<file path="src/sv/clamped_table_linear_interp_core_assert.svh">
// Assertion macros for the interpolation core.
`ifndef CLAMPED_TABLE_LINEAR_INTERP_CORE_ASSERT_SVH
`define CLAMPED_TABLE_LINEAR_INTERP_CORE_ASSERT_SVH
// Assert that a condition implies a consequence in the same cycle.
`define CTLI_ASSERT_IMPL(label, cond, cons) \
    label: assert property (@(posedge clk) disable iff (!rst_n) (cond) |-> (cons)) \
        else $error("assertion failed");
// Assert that a condition implies a consequence in the next cycle.
`define CTLI_ASSERT_NEXT(label, cond, cons) \
    label: assert property (@(posedge clk) disable iff (!rst_n) (cond) |=> (cons)) \
        else $error("assertion failed");
`endif

</file>
<file path="src/sv/ctli_pkg.sv">
// ----------------------------------------------------------------------------
// ctli_pkg
// Shared types and constants for the interpolation core.
// ----------------------------------------------------------------------------
package ctli_pkg;
    localparam int TableDepth = 64;
    localparam int IdxW = $clog2(TableDepth);
    localparam int CntW = 7;
    localparam int ValW = 32;
    localparam int KindW = 3;
    localparam int QDepth = 2;

    localparam logic OP_LOAD = 1'b0;
    localparam logic OP_QUERY = 1'b1;

    localparam logic [KindW-1:0] KIND_INTERP = 3'd0;
    localparam logic [KindW-1:0] KIND_EXACT = 3'd1;
    localparam logic [KindW-1:0] KIND_LOW = 3'd2;
    localparam logic [KindW-1:0] KIND_HIGH = 3'd3;
    localparam logic [KindW-1:0] KIND_ZERO = 3'd4;

    typedef struct packed {
        logic opcode;
        logic [IdxW-1:0] entry_index;
        logic signed [ValW-1:0] entry_breakpoint;
        logic signed [ValW-1:0] entry_value;
        logic signed [ValW-1:0] query_value;
    } item_t;
endpackage

</file>
<file path="src/sv/ctli_front.sv">
// ----------------------------------------------------------------------------
// ctli_front
// Two-entry command queue between input port and execution engine.
// ----------------------------------------------------------------------------
module ctli_front
    import ctli_pkg::*;
(
    input  logic  clk,
    input  logic  rst_n,
    input  logic  push,
    output logic  full,
    input  item_t in_item,
    output logic  cmd_valid,
    input  logic  cmd_take,
    output item_t cmd_item
);
    item_t mem_reg [QDepth];
    logic rd_reg, wr_reg;
    logic [1:0] cnt_reg;
    logic do_push, do_pop;

    assign full = (cnt_reg == 2'(QDepth));
    assign cmd_valid = (cnt_reg != 2'd0);
    assign cmd_item = mem_reg[rd_reg];
    assign do_push = push && !full;
    assign do_pop = cmd_take && cmd_valid;

    always_ff @(posedge clk)
    begin
        if (do_push)
        begin
            mem_reg[wr_reg] <= in_item;
        end
    end

    always_ff @(posedge clk or negedge rst_n)
    begin
        if (!rst_n)
        begin
            rd_reg <= 1'b0;
            wr_reg <= 1'b0;
            cnt_reg <= 2'd0;
        end
        else
        begin
            if (do_push)
            begin
                wr_reg <= ~wr_reg;
            end
            if (do_pop)
            begin
                rd_reg <= ~rd_reg;
            end
            cnt_reg <= cnt_reg + {1'b0, do_push} - {1'b0, do_pop};
        end
    end
endmodule

</file>
<file path="config.mk">
export PLATFORM = sky130hd
export DESIGN_NAME = ctli_front
export DESIGN_NICKNAME = d
export VERILOG_FILES = /design/src/sv/clamped_table_linear_interp_core_assert.svh /design/src/sv/ctli_pkg.sv /design/src/sv/ctli_front.sv
export SDC_FILE = /design/constraint.sdc
export NUM_CORES = 1
export LEC_CHECK = 0
export ABC_CLOCK_PERIOD_IN_PS = 7400
export BUFFER_PORTS_ARGS = -buffer_cell sky130_fd_sc_hd__buf_2
export CORE_MARGIN = 10
export CORE_UTILIZATION = 33
export CTS_BUF_LIST = sky130_fd_sc_hd__clkbuf_4 sky130_fd_sc_hd__clkbuf_8
export CTS_CLUSTER_SIZE = 24
export DETAILED_ROUTE_END_ITERATION = 8
export PLACE_DENSITY = 0.58
export SLEW_MARGIN = 10
export SYNTH_ARGS = -nofsm -noshare
export SYNTH_HDL_FRONTEND = slang
export SYNTH_SLANG_ARGS = --single-unit
</file>
<file path="constraint.sdc">
create_clock -name clk -period 7.4 [get_ports clk]
set_input_delay 0 -clock clk [delete_from_list [all_inputs] [get_ports clk]]
set_output_delay 0 -clock clk [all_outputs]
set_load 0.03 [all_outputs]
</file>
Word level (Yosys, flattened, before mapping)

Memories as Yosys holds them, arrays and structs flattened.
Index checks and enable logic that the tools add are counted.
W data, S select, Z words.

Input port bits: 107
Memories kept: 1
Flip-flop bits (word level): 4
Logic and storage cells: 15
RAM bits: 206
Output and inout port bits: 105

Bitwise operators: 2
Muxes and demuxes: 2
Reductions and logical operators: 4
$add $sub $neg: 2
Equality and inequality tests: 1

Memories:

| name    | depth | bits a word | read ports | clocked after Yosys merged registers in | write ports | line             | RTL |
|---|---|---|---|---|---|---|---|
| mem_reg | 2     | 103         | 1          | 0                                       | 1           | ctli_front.sv:17 | `item_t mem_reg [QDepth];` |

Operators with widths:

| operator             | count |
|---|---|
| $add A2 B1 Y2        | 1 |
| $eq A2 B2 Y1 const B | 1 |
| $logic_and A1 B1 Y1  | 2 |
| $mux W1              | 2 |
| $not A1 Y1           | 2 |
| $reduce_bool A2 Y1   | 1 |
| $sub A2 B1 Y2        | 1 |
| $logic_not A1 Y1     | 1 |

Longest topological paths before layout

Gate-level depths: netlist of the first run.

Depth after elaboration: 5
Gate-level depth with buffers: 7
Mapped depth without buffers: 7

Worst setup path after synthesis of the first run

No wires, ideal clock.

Kind: register -> register
From: reg cnt_reg[1]
To: mem mem_reg[0][0] in the netlist's numbering (enable)
Setup time: 0.566 ns
Buffers on the path: 0
Path slack: 1.960 ns
Required time: 6.834 ns
Stages on the path, launching flop included: 4
Arrival time: 4.875 ns
Clock period less this slack: 5.440 ns
Cell sequence: dfrtp_1 > nand2b_1 > nand2_1 > nor2_1

Word-level cells in the longest chain between the ends: 5

RTL lines:

| item                          | line             | RTL |
|---|---|---|
| from (decl)                   | ctli_front.sv:19 | `logic [1:0] cnt_reg;` |
| from (signal assigned)        | ctli_front.sv:54 | `cnt_reg <= cnt_reg + {1'b0, do_push} - {1'b0, do_pop};` |
| $eq A2 B2 Y1                  | ctli_front.sv:22 | `assign full = (cnt_reg == 2'(QDepth));` |
| $logic_not A1 Y1              | ctli_front.sv:25 | `assign do_push = push && !full;` |
| $logic_and A1 B1 Y1           | ctli_front.sv:25 |  |
| $mux W1                       | ctli_front.sv:30 | `if (do_push)` |
| $mux W1 (implied by the code) | ctli_front.sv:32 | `mem_reg[wr_reg] <= in_item;` |
| to (decl)                     | ctli_front.sv:17 |  |

Every way passes these cells.

==> results.sh, run 1 <==
export IMPL_outcome="finished, final reports clean"
export IMPL_rr_worst_depth=3
export IMPL_fmax_mhz=341
export IMPL_totalPowerFinal_uw=4330
export IMPL_drt_wl_total_mm=17.4
export IMPL_port_buffers=211
export IMPL_dp_hpwl_mm=11.2
export IMPL_synthToLayoutAreaGrowth_pct=39.5
export IMPL_cp_cell_sequence="buf_4 -> mux2_2 -> buf_2"
export IMPL_yosys_warnings=0
export IMPL_num_vias=4379
export IMPL_grtUsageTotal_pct=11.1
export IMPL_seq_power_share_pct=40.8
export IMPL_critPathMaxFanout=58
export IMPL_r2r_end="mem_reg[1][97]"
export IMPL_syn_area_um2=7890
export IMPL_met3_length_mm=1.61
export IMPL_async_flop_share_pct=1.90
export IMPL_dr_wl_met2_mm=8.85
export IMPL_syn_inst=339
export IMPL_numCtsBuffers=36
export IMPL_nets=796
export IMPL_min_period_ns=2.93
export IMPL_hold_viol=0
export IMPL_coreArea_um2=23500
export IMPL_die_w_um=175
export IMPL_fin_skew_ns=0.0108
export IMPL_maxSlewViolCount=0
export IMPL_synth_fp_nets=448
export IMPL_avgRoutedWirePerCell_um=16.9
export IMPL_critPathLaunch="rd_reg"
export IMPL_num_io_pins=212
export IMPL_critical_path_depth=3
export IMPL_cts_sinks=210
export IMPL_gr_total_overflow=0
export IMPL_slowest_delay_ns=1.00
export IMPL_gp_congestion=0.705
export IMPL_worstMarginPinSlew_ns=0.943
export IMPL_first_global_vias=5153
export IMPL_critPathRequiredTime_ns=7.40
export IMPL_start_util_pct=33.6
export IMPL_cts_tree="yes"
export IMPL_layout_common_cells="buf_2, edfxtp_1, dlygate4sd3_1"
export IMPL_reg2reg_slack_ns=5.02
export IMPL_diodes=0
export IMPL_grt_pass1_wl_mm=27.5
export IMPL_firstDrtPassIters=6
export IMPL_reg2reg_from="cnt_reg[1]"
export IMPL_cts_root_buf="clkbuf_8"
export IMPL_endpoint="cmd_item[0]"
export IMPL_grt_max_degree=59
export IMPL_antenna_found_initial=0
export IMPL_yosysTopAreaCellShare_pct=78.5
export IMPL_clk_pin_slew_ns=0.06
export IMPL_swShare_pct=35.4
export IMPL_critPathBufInv=2
export IMPL_end_kind="output pin"
export IMPL_largest_reg_flops=206
export IMPL_synth_area_leaders="edfxtp_1, mux2_4, mux2_2, dfrtp_1, buf_6"
export IMPL_start_kind="register"
export IMPL_p_switching_uw=1530
export IMPL_routed_top_layer="met4"
export IMPL_num_rows=56
export IMPL_avgSynthCellArea_um2=23.3
export IMPL_synth_edf_count=206
export IMPL_cts_max_level=2
export IMPL_hp_class="input pin to register"
export IMPL_maxCapViolations=0
export IMPL_pwr_density_cell_nw_per_um2=393
export IMPL_cp_slowest_cell="dfrtp_4"
export IMPL_peakVddDrop_mv=0.210
export IMPL_synth_area_leader_cell="edfxtp_1"
export IMPL_setup_viol=0
export IMPL_p_leak_uw=0.00433
export IMPL_power_internal_uw=2800
export IMPL_tns_ns=0
export IMPL_drt_iter0_drc=174
export IMPL_pwr_share_clk_pct=22.2
export IMPL_die_h_um=175
export IMPL_ys_flop_type="edfxtp_1"
export IMPL_drc=0
export IMPL_dieArea_um2=30500
export IMPL_comb_power_share_pct=37.0
export IMPL_met1_length_mm=6.52
export IMPL_synth_distinct_cells=17
export IMPL_fin_crit_sh_pct=39.6
export IMPL_hold_start="in_item[94]"
export IMPL_slew_limit_headroom_pct=37.1
export IMPL_cp_top_family="flip-flops"
export IMPL_via_per_inst=4.27
export IMPL_layout_commonest_cell="buf_2"
export IMPL_clk_path_buf_depth=3
export IMPL_drive_gt1_share_pct=53.2
export IMPL_grt_setup_unrepaired="false"
export IMPL_synth_seq_cells=210
export IMPL_synth_seq_area_share_pct=79.7
export IMPL_ant_nets=0
export IMPL_cp_arrival_ns=2.93
export IMPL_cts_resized=0
export IMPL_insertion_delay_ns=0.49
export IMPL_worst_setup_path_type="register to output pin"
## synth_stat cells (2+ instances only)
library cell	count
buf_2	4
buf_6	7
dfrtp_1	4
edfxtp_1	206
ha_1	2
inv_1	2
mux2_2	43
mux2_4	60
xnor2_1	3
## layer usage
| layer | GRT usage, % | vias up |
|---|---|---|
| met5 | 0 | - |
| met4 | 3.36 | 0 |
| met3 | 4.89 | 33 |
| met2 | 19.9 | 166 |
| met1 | 11.6 | 2147 |
| li1 | - | 2033 |
## cells by family after synthesis
| group | count (synthesis) | share of synthesized area, % |
|---|---|---|
| muxes | 103 | 17.6 |
| and+or+nand+nor | 6 | 0.413 |
| DFF | 210 | 79.7 |
| buffers and inverters | 14 | 1.54 |
| xor gates and xnor gates | 4 | 0.444 |
| adders and majority gates | 2 | 0.317 |
## per-stage QoR
step | setup WS (ns) | hold slack (ns) | cell area [um2] | cells | util, %
4_1_cts | 4.36 | 0.177 | 11000 | 1026 | 46.9
2_1_floorplan | 1.96 | -0.296 | 7890 | 339 | -
3_5_place_dp | 4.92 | -0.189 | 9270 | 861 | 39.5
6_report | 4.47 | 0.223 | 11000 | 1026 | 46.9
5_1_grt | 4.26 | 0.200 | 11000 | 1026 | 46.9
3_3_place_gp | 4.96 | -0.193 | 9270 | 861 | 39.5
## repair_timing
action                                  CTS  global route
hold buffers                            107             0
endpoints found under the setup margin    0             0
endpoints found under the hold margin   212             0
setup buffers                             0             0
## final cells by class
class	instances	area (um2)
Inverter	2	7.51
Sequential cell	210	6290
Multi-Input combinational cell	115	1490
Clock inverter	6	25.0
Tap cell	319	399
Fill cell	1997	12500
Clock buffer	52	634
Timing Repair Buffer	322	2160
## worst min path at each step
stage / end / slack, ns / depth (start not counted)
2_1_floorplan: cnt_reg[0] / -0.30 / 0
3_3_place_gp: cnt_reg[1] / -0.19 / 1
3_5_place_dp: cnt_reg[0] / -0.19 / 1
4_1_cts: mem_reg[0][11] / 0.18 / 2
5_1_grt: mem_reg[0][56] / 0.20 / 2
6_report: mem_reg[1][94] / 0.22 / 2
## power groups by stage
stage / Combinational (uW) / Clock, uW / Sequential, uW
finish: 1600 / 961 / 1770
global route: 1710 / 1060 / 1800
CTS: 1640 / 1010 / 1770
detailed placement: 1590 / 0 / 1800
global placement: 1570 / 0 / 1780
floorplan: 1270 / 0 / 1730
Power figures use the tool's default switching activity.
==> run 2, diff against run 1 <==
- ABC_CLOCK_PERIOD_IN_PS: 7400 -> 2700
- clock period: 7.4 -> 2.7 ns (I/O delays scaled with it)
==> results.sh, run 2 (synthesis gave the netlist of run 1 again) <==
export IMPL_num_vias=4406
export IMPL_avgRoutedWirePerCell_um=17.5
export IMPL_coreArea_um2=23500
export IMPL_grt_max_degree=70
export IMPL_critPathBufInv=2
export IMPL_insertion_delay_ns=0.51
export IMPL_fmax_mhz=466
export IMPL_cts_tree="yes"
export IMPL_seq_power_share_pct=38.8
export IMPL_pwr_density_cell_nw_per_um2=1080
export IMPL_outcome="finished, final reports clean"
export IMPL_cp_arrival_ns=2.15
export IMPL_p_switching_uw=4300
export IMPL_cts_resized=0
export IMPL_peakVddDrop_mv=0.708
export IMPL_power_internal_uw=7650
export IMPL_numCtsBuffers=37
export IMPL_hold_viol=0
export IMPL_gp_congestion=0.701
export IMPL_largest_reg_flops=206
export IMPL_maxSlewViolCount=0
export IMPL_worst_setup_path_type="register to output pin"
export IMPL_totalPowerFinal_uw=12000
export IMPL_setup_ws_ns=0.554
export IMPL_tns_ns=0
export IMPL_dp_hpwl_mm=11.4
export IMPL_reg2reg_slack_ns=0.89
export IMPL_min_period_ns=2.15
export IMPL_cp_cell_sequence="buf_4 -> mux2_2 -> buf_2"
export IMPL_layout_common_cells="buf_2, edfxtp_1, dlygate4sd3_1"
export IMPL_start_kind="register"
export IMPL_num_rows=56
export IMPL_post_cts_buffers=0
export IMPL_holdBufCountCts=107
export IMPL_grtUsageTotal_pct=11.4
export IMPL_critPathMaxFanout=40
export IMPL_end_kind="output pin"
export IMPL_die_h_um=175
export IMPL_synthToLayoutAreaGrowth_pct=40.4
export IMPL_hold_slack_ns=0.209
export IMPL_port_buffers=211
export IMPL_fin_skew_ns=0.0308
export IMPL_swShare_pct=36.0
export IMPL_start_util_pct=33.6
export IMPL_clk_pin_slew_ns=0.05
export IMPL_die_w_um=175
export IMPL_drc=0
export IMPL_drt_iter0_drc=144
export IMPL_layout_commonest_cell="buf_2"
export IMPL_fillers=2010
export IMPL_slowest_delay_ns=0.57
export IMPL_cp_top_family="buffers and inverters"
export IMPL_regArea_um2=6290
export IMPL_multiInputGateArea_um2=1490
export IMPL_clk_path_buf_depth=3
export IMPL_cts_root_buf="clkbuf_8"
export IMPL_nets=799
export IMPL_hp_class="input pin to register"
export IMPL_drt_wl_total_mm=18.1
export IMPL_fin_area_um2=11100
export IMPL_firstDrtPassIters=4
export IMPL_via_per_inst=4.26
export IMPL_critical_path_depth=3
export IMPL_slew_limit_headroom_pct=51.5
export IMPL_endpoint="cmd_item[99]"
export IMPL_comb_power_share_pct=39.3
export IMPL_place_area_um2=9340
export IMPL_cp_slowest_cell="buf_4"
export IMPL_critPathLaunch="rd_reg"
export IMPL_maxCapViolations=0
export IMPL_setup_viol=0
export IMPL_grt_pass1_wl_mm=27.7
export IMPL_gr_total_overflow=0
export IMPL_fin_crit_sh_pct=79.5
export IMPL_ant_nets=0
export IMPL_p_leak_uw=0.00435
export IMPL_first_global_vias=5007
export IMPL_critPathRequiredTime_ns=2.70
export IMPL_rr_worst_depth=7
export IMPL_grt_setup_unrepaired="false"
export IMPL_dieArea_um2=30500
export IMPL_antenna_found_initial=1
export IMPL_cts_max_level=2
export IMPL_cts_sinks=210
export IMPL_pwr_share_clk_pct=21.9
export IMPL_pre_cts_ws_ns=0.892
export IMPL_num_io_pins=212
export IMPL_r2r_end="cnt_reg[1]"
export IMPL_drive_gt1_share_pct=52.4
export IMPL_worstMarginPinSlew_ns=0.727
export IMPL_reg2reg_from="cnt_reg[1]"
==> run 2: cell count changes in the layout (fill, tap and decap cells not counted), sizes merged <==
cell,before,now
buf,215,217
clkbuf,52,48
clkinv,6,16
diode,0,1
==> run 2: area by class of cell <==
class,count,share of cell area [%]
multi-input cells,115,13.5
inverters,2,0.0678
clock buffers,48,5.35
well taps,319,3.61
flip-flops and latches,210,56.8
clock inverters,16,0.577
repair buffers,324,20.1
diodes,1,0.0226
==> run 2: power by group through the flow <==
stage | sequential (uW) | clock [uW] | combinational (uW)
6_report | 4640 | 2620 | 4690
5_1_grt | 4700 | 2870 | 5000
4_1_cts | 4650 | 2720 | 4800
3_5_place_dp | 4710 | 0 | 4670
3_3_place_gp | 4660 | 0 | 4630
2_1_floorplan | 4670 | 0 | 3480
==> run 2: through the flow <==
stage	util (%)	std cells
3_5_place_dp	39.8	863
5_1_grt	47.1	1035
6_report	47.1	1035
3_3_place_gp	39.8	863
4_1_cts	47.1	1034
2_1_floorplan	-	339
==> run 2: worst min path at each step <==
stage | start | to | slack, ns | cells after the start
floorplan | rst_n | cnt_reg[0] | -0.30 | 0
global placement | rst_n | cnt_reg[0] | -0.18 | 1
detailed placement | rst_n | wr_reg | -0.18 | 1
CTS | in_item[15] | mem_reg[0][15] | 0.18 | 2
global route | in_item[101] | mem_reg[0][101] | 0.19 | 2
finish | in_item[8] | mem_reg[0][8] | 0.21 | 2
==> run 2: metal layers <==
layer	wire, um	vias to the layer above	global-route usage [%]
met2	9240	166	19.6
met5	0	-	0
met1	7000	2154	12.6
met3	1470	37	4.48
met4	397	0	3.78
li1	-	2049	-
